[src/rtl/core/dcw_pkg.sv]
package dcw_pkg;

  localparam int unsigned TIME_BITS = 32;
  localparam int unsigned DUTY_BITS = 8;
  localparam int unsigned SPEED_W   = 16;
  localparam int unsigned MS_W      = 16;
  localparam int unsigned CMD_W     = 8;
  localparam int unsigned SPEED_EXT_W = 2 * DUTY_BITS + SPEED_W;

  localparam int unsigned APB_DATA_W = 32;
  localparam int unsigned APB_ADDR_W = 5;
  localparam int unsigned REG_IDX_W  = 3;

  localparam logic [CMD_W-1:0] CHAR_F       = 8'h46;
  localparam logic [CMD_W-1:0] CHAR_B       = 8'h42;
  localparam logic [CMD_W-1:0] CHAR_L       = 8'h4C;
  localparam logic [CMD_W-1:0] CHAR_R       = 8'h52;
  localparam logic [CMD_W-1:0] CHAR_S       = 8'h53;
  localparam logic [CMD_W-1:0] CHAR_LOWER_A = 8'h61;
  localparam logic [CMD_W-1:0] CHAR_LOWER_Z = 8'h7A;
  localparam logic [CMD_W-1:0] CASE_OFFSET  = 8'h20;

  localparam logic [MS_W-1:0] DEBOUNCE_RESET = 16'd100;
  localparam logic [MS_W-1:0] TIMEOUT_RESET  = 16'd1000;

  typedef enum logic {
    OP_CMD  = 1'b0,
    OP_TICK = 1'b1
  } op_e;

  typedef enum logic [1:0] {
    DIR_STOP = 2'd0,
    DIR_FWD  = 2'd1,
    DIR_BWD  = 2'd2
  } dir_e;

  typedef enum logic [REG_IDX_W-1:0] {
    REG_FORWARD  = 3'd0,
    REG_BACKWARD = 3'd1,
    REG_LEFT     = 3'd2,
    REG_RIGHT    = 3'd3,
    REG_DEBOUNCE = 3'd4,
    REG_TIMEOUT  = 3'd5,
    REG_SAFETY   = 3'd6
  } reg_idx_e;

  typedef struct packed {
    op_e              op;
    logic [CMD_W-1:0] cmd_byte;
  } in_item_t;

  typedef struct packed {
    logic                 accepted;
    dir_e                 dir_a;
    logic [DUTY_BITS-1:0] duty_a;
    dir_e                 dir_b;
    logic [DUTY_BITS-1:0] duty_b;
    logic                 timed_out;
  } out_item_t;

  typedef struct packed {
    logic [SPEED_W-1:0] forward_speeds;
    logic [SPEED_W-1:0] backward_speeds;
    logic [SPEED_W-1:0] left_speeds;
    logic [SPEED_W-1:0] right_speeds;
    logic [MS_W-1:0]    debounce_ms;
    logic [MS_W-1:0]    timeout_ms;
    logic               safety_enable;
  } cfg_t;

  typedef struct packed {
    logic [TIME_BITS-1:0] time_now;
    logic [TIME_BITS-1:0] last_accept_time;
    logic [CMD_W-1:0]     last_command;
    logic [TIME_BITS-1:0] last_motion_time;
    dir_e                 motor_a_dir;
    logic [DUTY_BITS-1:0] motor_a_duty;
    dir_e                 motor_b_dir;
    logic [DUTY_BITS-1:0] motor_b_duty;
  } state_t;

  function automatic logic [DUTY_BITS-1:0] duty_of_a(logic [SPEED_W-1:0] speeds);
    logic [SPEED_EXT_W-1:0] ext;
    ext = SPEED_EXT_W'(speeds);
    return ext[DUTY_BITS-1:0];
  endfunction

  function automatic logic [DUTY_BITS-1:0] duty_of_b(logic [SPEED_W-1:0] speeds);
    logic [SPEED_EXT_W-1:0] ext;
    ext = SPEED_EXT_W'(speeds);
    return ext[2*DUTY_BITS-1:DUTY_BITS];
  endfunction

endpackage

[src/rtl/core/dcw_step.sv]
module dcw_step import dcw_pkg::*; (
  input  cfg_t      cfg_i,
  input  state_t    state_i,
  input  in_item_t  item_i,
  output state_t    state_o,
  output out_item_t result_o
);

  logic [CMD_W-1:0]     cmd_upper;
  logic [TIME_BITS-1:0] time_inc;
  logic [TIME_BITS-1:0] since_motion;
  logic [TIME_BITS-1:0] since_accept;
  logic                 moving;
  logic                 expired;
  logic                 absorbed;

  always_comb begin
    if (item_i.cmd_byte >= CHAR_LOWER_A && item_i.cmd_byte <= CHAR_LOWER_Z) begin
      cmd_upper = item_i.cmd_byte - CASE_OFFSET;
    end else begin
      cmd_upper = item_i.cmd_byte;
    end
  end

  assign time_inc     = state_i.time_now + TIME_BITS'(1);
  assign since_motion = time_inc - state_i.last_motion_time;
  assign since_accept = state_i.time_now - state_i.last_accept_time;
  assign moving       = (state_i.motor_a_dir != DIR_STOP) || (state_i.motor_b_dir != DIR_STOP);
  assign expired      = cfg_i.safety_enable && moving &&
                        (state_i.last_motion_time != '0) &&
                        (since_motion > TIME_BITS'(cfg_i.timeout_ms));
  assign absorbed     = (since_accept < TIME_BITS'(cfg_i.debounce_ms)) &&
                        (cmd_upper == state_i.last_command) && (cmd_upper != CHAR_S);

  always_comb begin
    state_o            = state_i;
    result_o.accepted  = 1'b0;
    result_o.timed_out = 1'b0;
    unique case (item_i.op)
      OP_TICK: begin
        state_o.time_now = time_inc;
        if (expired) begin
          state_o.motor_a_dir      = DIR_STOP;
          state_o.motor_a_duty     = '0;
          state_o.motor_b_dir      = DIR_STOP;
          state_o.motor_b_duty     = '0;
          state_o.last_motion_time = '0;
          result_o.timed_out       = 1'b1;
        end
      end
      OP_CMD: begin
        result_o.accepted = 1'b1;
        if (absorbed) begin
          state_o.last_motion_time = state_i.time_now;
        end else begin
          state_o.last_accept_time = state_i.time_now;
          state_o.last_command     = cmd_upper;
          unique case (cmd_upper)
            CHAR_F: begin
              state_o.motor_a_dir      = DIR_FWD;
              state_o.motor_b_dir      = DIR_FWD;
              state_o.motor_a_duty     = duty_of_a(cfg_i.forward_speeds);
              state_o.motor_b_duty     = duty_of_b(cfg_i.forward_speeds);
              state_o.last_motion_time = state_i.time_now;
            end
            CHAR_B: begin
              state_o.motor_a_dir      = DIR_BWD;
              state_o.motor_b_dir      = DIR_BWD;
              state_o.motor_a_duty     = duty_of_a(cfg_i.backward_speeds);
              state_o.motor_b_duty     = duty_of_b(cfg_i.backward_speeds);
              state_o.last_motion_time = state_i.time_now;
            end
            CHAR_L: begin
              state_o.motor_a_dir      = DIR_BWD;
              state_o.motor_b_dir      = DIR_FWD;
              state_o.motor_a_duty     = duty_of_a(cfg_i.left_speeds);
              state_o.motor_b_duty     = duty_of_b(cfg_i.left_speeds);
              state_o.last_motion_time = state_i.time_now;
            end
            CHAR_R: begin
              state_o.motor_a_dir      = DIR_FWD;
              state_o.motor_b_dir      = DIR_BWD;
              state_o.motor_a_duty     = duty_of_a(cfg_i.right_speeds);
              state_o.motor_b_duty     = duty_of_b(cfg_i.right_speeds);
              state_o.last_motion_time = state_i.time_now;
            end
            CHAR_S: begin
              state_o.motor_a_dir  = DIR_STOP;
              state_o.motor_b_dir  = DIR_STOP;
              state_o.motor_a_duty = '0;
              state_o.motor_b_duty = '0;
            end
            default: begin
              state_o.motor_a_dir  = DIR_STOP;
              state_o.motor_b_dir  = DIR_STOP;
              state_o.motor_a_duty = '0;
              state_o.motor_b_duty = '0;
              result_o.accepted    = 1'b0;
            end
          endcase
        end
      end
      default: begin
        state_o = state_i;
      end
    endcase
    result_o.dir_a  = state_o.motor_a_dir;
    result_o.duty_a = state_o.motor_a_duty;
    result_o.dir_b  = state_o.motor_b_dir;
    result_o.duty_b = state_o.motor_b_duty;
  end

endmodule

[src/rtl/core/drive_command_decoder_watchdog.sv]
// Two-motor drive decoder: each input item is either a command byte (F, B, L, R, S, case
// insensitive) or a one-millisecond tick, and each item produces exactly one result item
// giving both motor directions and duties after that item. The block takes one item per
// clock cycle while the output is not stalled; each item is held in the input register,
// then its result is loaded into the result register, from which it is offered. While a
// result waits, the input register holds one further item before the input side stalls.
// Speeds, the debounce window, the watchdog timeout and the watchdog enable are set through
// the APB port, one 32-bit register per word, and should be written only while no item is
// in flight.
module drive_command_decoder_watchdog import dcw_pkg::*; (
  input  logic                  clk_i,
  input  logic                  rst_ni,
  input  logic                  in_valid_i,
  output logic                  in_ready_o,
  input  in_item_t              in_item_i,
  output logic                  out_valid_o,
  input  logic                  out_ready_i,
  output out_item_t             out_item_o,
  input  logic                  psel,
  input  logic                  penable,
  input  logic                  pwrite,
  input  logic [APB_ADDR_W-1:0] paddr,
  input  logic [APB_DATA_W-1:0] pwdata,
  output logic [APB_DATA_W-1:0] prdata,
  output logic                  pready
);

  cfg_t      cfg_q, cfg_d;
  state_t    state_q, state_d;
  state_t    state_next;
  in_item_t  item_q;
  logic      item_valid_q;
  out_item_t result_d, result_q;
  logic      result_valid_q;
  logic      advance;
  logic      cfg_write;
  reg_idx_e  reg_idx;

  assign pready    = 1'b1;
  assign cfg_write = psel && penable && pwrite;
  assign reg_idx   = reg_idx_e'(paddr[APB_ADDR_W-1:2]);

  always_comb begin
    cfg_d = cfg_q;
    if (cfg_write) begin
      unique case (reg_idx)
        REG_FORWARD:  cfg_d.forward_speeds  = pwdata[SPEED_W-1:0];
        REG_BACKWARD: cfg_d.backward_speeds = pwdata[SPEED_W-1:0];
        REG_LEFT:     cfg_d.left_speeds     = pwdata[SPEED_W-1:0];
        REG_RIGHT:    cfg_d.right_speeds    = pwdata[SPEED_W-1:0];
        REG_DEBOUNCE: cfg_d.debounce_ms     = pwdata[MS_W-1:0];
        REG_TIMEOUT:  cfg_d.timeout_ms      = pwdata[MS_W-1:0];
        REG_SAFETY:   cfg_d.safety_enable   = pwdata[0];
        default:      cfg_d = cfg_q;
      endcase
    end
  end

  always_comb begin
    unique case (reg_idx)
      REG_FORWARD:  prdata = APB_DATA_W'(cfg_q.forward_speeds);
      REG_BACKWARD: prdata = APB_DATA_W'(cfg_q.backward_speeds);
      REG_LEFT:     prdata = APB_DATA_W'(cfg_q.left_speeds);
      REG_RIGHT:    prdata = APB_DATA_W'(cfg_q.right_speeds);
      REG_DEBOUNCE: prdata = APB_DATA_W'(cfg_q.debounce_ms);
      REG_TIMEOUT:  prdata = APB_DATA_W'(cfg_q.timeout_ms);
      REG_SAFETY:   prdata = APB_DATA_W'(cfg_q.safety_enable);
      default:      prdata = '0;
    endcase
  end

  always_ff @(posedge clk_i or negedge rst_ni) begin
    if (!rst_ni) begin
      cfg_q.forward_speeds  <= '0;
      cfg_q.backward_speeds <= '0;
      cfg_q.left_speeds     <= '0;
      cfg_q.right_speeds    <= '0;
      cfg_q.debounce_ms     <= DEBOUNCE_RESET;
      cfg_q.timeout_ms      <= TIMEOUT_RESET;
      cfg_q.safety_enable   <= 1'b1;
    end else begin
      cfg_q <= cfg_d;
    end
  end

  assign advance     = item_valid_q && (!result_valid_q || out_ready_i);
  assign in_ready_o  = !item_valid_q || advance;
  assign out_valid_o = result_valid_q;
  assign out_item_o  = result_q;

  dcw_step u_step (
    .cfg_i    (cfg_q),
    .state_i  (state_q),
    .item_i   (item_q),
    .state_o  (state_next),
    .result_o (result_d)
  );

  assign state_d = advance ? state_next : state_q;

  always_ff @(posedge clk_i or negedge rst_ni) begin
    if (!rst_ni) begin
      state_q        <= '0;
      item_valid_q   <= 1'b0;
      result_valid_q <= 1'b0;
    end else begin
      state_q <= state_d;
      if (in_ready_o) begin
        item_valid_q <= in_valid_i;
      end
      if (advance) begin
        result_valid_q <= 1'b1;
      end else if (out_ready_i) begin
        result_valid_q <= 1'b0;
      end
    end
  end

  always_ff @(posedge clk_i) begin
    if (in_valid_i && in_ready_o) begin
      item_q <= in_item_i;
    end
    if (advance) begin
      result_q <= result_d;
    end
  end

endmodule

[config.mk]
export PLATFORM = sky130hd
export DESIGN_NAME = drive_command_decoder_watchdog
export DESIGN_NICKNAME = d
export VERILOG_FILES = /design/src/rtl/core/dcw_pkg.sv /design/src/rtl/core/dcw_step.sv /design/src/rtl/core/drive_command_decoder_watchdog.sv
export SDC_FILE = /design/constraint.sdc
export NUM_CORES = 1
export LEC_CHECK = 0
export ABC_AREA = 1
export BUFFER_PORTS_ARGS = -buffer_cell sky130_fd_sc_hd__buf_2
export CORE_MARGIN = 2
export CORE_UTILIZATION = 56
export CTS_CLUSTER_SIZE = 12
export DETAILED_ROUTE_END_ITERATION = 8
export PLACE_DENSITY_LB_ADDON = 0.2
export RECOVER_POWER = 50
export REMOVE_ABC_BUFFERS = 1
export SLEW_MARGIN = 20
export SYNTH_ARGS = -nofsm -noshare
export SYNTH_HDL_FRONTEND = slang
export SYNTH_HIERARCHICAL = 1
export SYNTH_SLANG_ARGS = --single-unit
[constraint.sdc]
create_clock -name clk_i -period 5.9 [get_ports clk_i]
set_input_delay 1.18 -clock clk_i [delete_from_list [all_inputs] [get_ports clk_i]]
set_output_delay 1.18 -clock clk_i [all_outputs]
set_load 0.01 [all_outputs]
==> impl_metrics.env <==
export IMPL_start_kind="flop"
export IMPL_synth_top_family_by_area="simple AND/OR/NAND/NOR gates"
export IMPL_synth_adder_area_share=0.05987
export IMPL_gp_congestion=0.9810
export IMPL_drt_initial_drc_count=2040
export IMPL_wl_um=64130
export IMPL_grt_pass1_vias=19690
export IMPL_die_h_um=195.4
export IMPL_layout_nets=3387
export IMPL_status="finished, violations left"
export IMPL_die_area_mm2=0.03820
export IMPL_die_w_um=195.4
export IMPL_clock_sinks=254
export IMPL_hold_class="flop to flop"
export IMPL_rows=70
export IMPL_insertedDiodeCount=0
export IMPL_worstPathMaxFanout=26
export IMPL_maxSlewHeadroom=-1.058
export IMPL_p_leak_nw=12.01
export IMPL_rsz0062_at_grt="no"
export IMPL_synth_mux_area_frac=0
export IMPL_grt_first_pass_wirelength_um=102500
export IMPL_ys_types=47
export IMPL_ios=110
export IMPL_synth_seq_area_share=0.3179
export IMPL_fillCellCount=3457
export IMPL_cts_setup_buffers=0
export IMPL_synthArstFlopShare=0.8780
export IMPL_top_usage_layer="met2"
export IMPL_cts_tree="built"
export IMPL_gr_usage_met3=0.04456
export IMPL_endpoint_kind="flop"
export IMPL_cts_root_buf="clkbuf_16"
export IMPL_tns_ps=0
export IMPL_synth_ff_type="dfrtp_1"
export IMPL_use_met2=0.5079
export IMPL_register_area_mm2=0.006526
export IMPL_violations="max-capacitance violations, max-slew violations"
export IMPL_arrival_ps=5850
export IMPL_antenna_found_initial=0
export IMPL_fin_hold_ws_ps=483.5
export IMPL_setup_viol=0
export IMPL_grt_total_usage=0.3302
export IMPL_cp_data_required_time_ps=6410
export IMPL_synthCells=3257
export IMPL_synth_most_common_cell="nand2_1"
export IMPL_fin_crit_sh=0.9037
export IMPL_multi_input_area_mm2=0.01160
export IMPL_dp_hpwl_um=44910
export IMPL_num_vias=21140
export IMPL_start_util=0.5646
export IMPL_peakVddDrop_mv=0.3381
export IMPL_drive_gt1_frac=0.05244
export IMPL_synthTopCellsByCount="1,348 x nand2_1, 426 x inv_1, 261 x nand3_1, 213 x dfrtp_1, 157 x o21ai_0"
export IMPL_synthXorXnorAreaFrac=0.02432
export IMPL_synth_top_cells_by_area="dfrtp_1 26%, nand2_1 25%, inv_1 7.8%, nand3_1 6.4%, ha_1 5.8%"
export IMPL_yosys_register_bits=254
export IMPL_remaining_drc_errors=0
export IMPL_cellPowerDensity_mw_per_mm2=485.3
export IMPL_utilization=0.6006
export IMPL_yosys_warnings=6
export IMPL_path_common_cell="nand2_1"
export IMPL_clock_latency_ps=610
export IMPL_slew_violations=120
export IMPL_path_clk_slew_ps=70
export IMPL_drt_vias_per_instance=5.669
export IMPL_met1_usage=0.4882
export IMPL_synth_top_cell_area_share=0.2597
export IMPL_cts_htree_levels=1
export IMPL_crit_path_top_delay_cell="dfrtp_1"
export IMPL_portBuffers=74
export IMPL_detail_route_wl_per_cell_um=17.20
export IMPL_max_freq_mhz=187.5
export IMPL_cts_made_buffers=30
export IMPL_dr_pass1_iters=6
export IMPL_syn_avg_cell_area_um2=6.301
export IMPL_grt_overflow_total=0
export IMPL_post_route_min_period_ps=5332
export IMPL_clockBufferDepth=3
export IMPL_fin_worst_skew_ps=49.39
export IMPL_fp_coreArea_mm2=0.03635
export IMPL_synth_edf_count=31
export IMPL_synth_compound_area_share=0.07535
export IMPL_tightestPinTransition_ps=3088
export IMPL_cap_violations=1
export IMPL_synth_simple_area_share=0.3998
export IMPL_yosysTopAreaCell="dfrtp_1"
export IMPL_hold_viol=0
export IMPL_ant_nets=0
export IMPL_crit_buf_inv=5
export IMPL_critPathTopFamily="simple AND/OR/NAND/NOR gates"
export IMPL_syn_to_final_growth_pct=6.365
export IMPL_max_stage_delay_ps=460
export IMPL_critical_path_class="flop to flop"
export IMPL_synth_area_mm2=0.02052
export IMPL_grt_start_max_net_pins=120
==> state kept, by name, indices dropped and copies added, names as in the netlist <==
register / cells
item_q: 9
state_q: 124
out_valid_o: 1
cfg_q: 97
out_item_o: 22
item_valid_q: 1
==> path summary, 6_finish.rpt <==
kind / startpoint / endpoint / slack (ps) / cells past startpoint
max in group asynchronous: rst_ni / state_q[93] / 1310 / 2
max: state_q[94] / state_q[8] / 570 / 30
min: cfg_q[4] / cfg_q[4] / 480 / 2
min reg2reg: cfg_q[4] / cfg_q[4] / 480 / 2
min in group asynchronous: rst_ni / cfg_q[69] / 1540 / 1
max reg2reg: state_q[94] / state_q[8] / 570 / 30
==> final cells by class <==
class                   instances  area share
multi-input cells            2417      0.5315
clock inverters                12    0.005502
inverters                     436     0.07514
clock buffers                  44     0.03680
well taps                     468     0.02682
repair buffers                 98     0.02528
flip-flops and latches        254      0.2990
==> metal layers <==
metal / share of wire / up-vias
met5: 0 / -
met4: 0.024 / 0
met3: 0.097 / 134
met2: 0.44 / 978
met1: 0.44 / 9799
li1: - / 10230
==> logic make-up after synthesis <==
logic type                 count (synthesis)
and+or+nand+nor                         1958
buffers and inverters                    601
AOI/OAI and AO/OA                        288
DFF                                      254
adders and majority gates                 97
xor gates and xnor gates                  57
other                                      2
==> worst min-delay path, cell delays in order (launching register included) <==
cell	delay, ps
dfstp_2	370
o21ai_0	60
nand2_1	50
==> placed cells by master (no fill, tap or decap), types with 27 or more instances in the layout <==
master     instances
inv_1            425
o21ai_1           36
a21oi_1           59
nor3_1            27
xor2_1            54
edfxtp_1          31
nand4_1          111
clkbuf_1          37
dfrtp_1          211
o21ai_0          157
nor2_1           153
nand2_1         1345
clkbuf_16         31
ha_1              95
nand3_1          260
buf_2             50
==> per-stage QoR <==
| stage | setup WS, ps | area (µm²) | total power, W | std cells |
|---|---|---|---|---|
| after detailed placement | 427.2 | 20890 | 0.008671 | 3672 |
| after floorplan | 501.6 | 19710 | 0.006948 | 3107 |
| after global placement | 525.0 | 20890 | 0.008416 | 3672 |
| after global routing | 11.60 | 21830 | 0.01158 | 3729 |
| final | 568.0 | 21830 | 0.01059 | 3729 |
| after CTS | 374.8 | 21810 | 0.01048 | 3728 |
==> timing repair <==
action | 4_1_cts | 5_1_grt
endpoints found under the hold margin | 0 | 0
gates resized for setup | 0 | 10
endpoints found under the setup margin | 0 | 73
hold buffers | 0 | 0
==> power by group <==
part           switching [W]  total, W  internal (W)  leakage, nW
Sequential          0.000282   0.00237       0.00209         3.24
Clock               0.000800   0.00179      0.000993        0.444
Combinational        0.00423   0.00643       0.00220         8.33
Total                0.00531    0.0106       0.00529         12.0
Power figures use the tool's default switching activity.
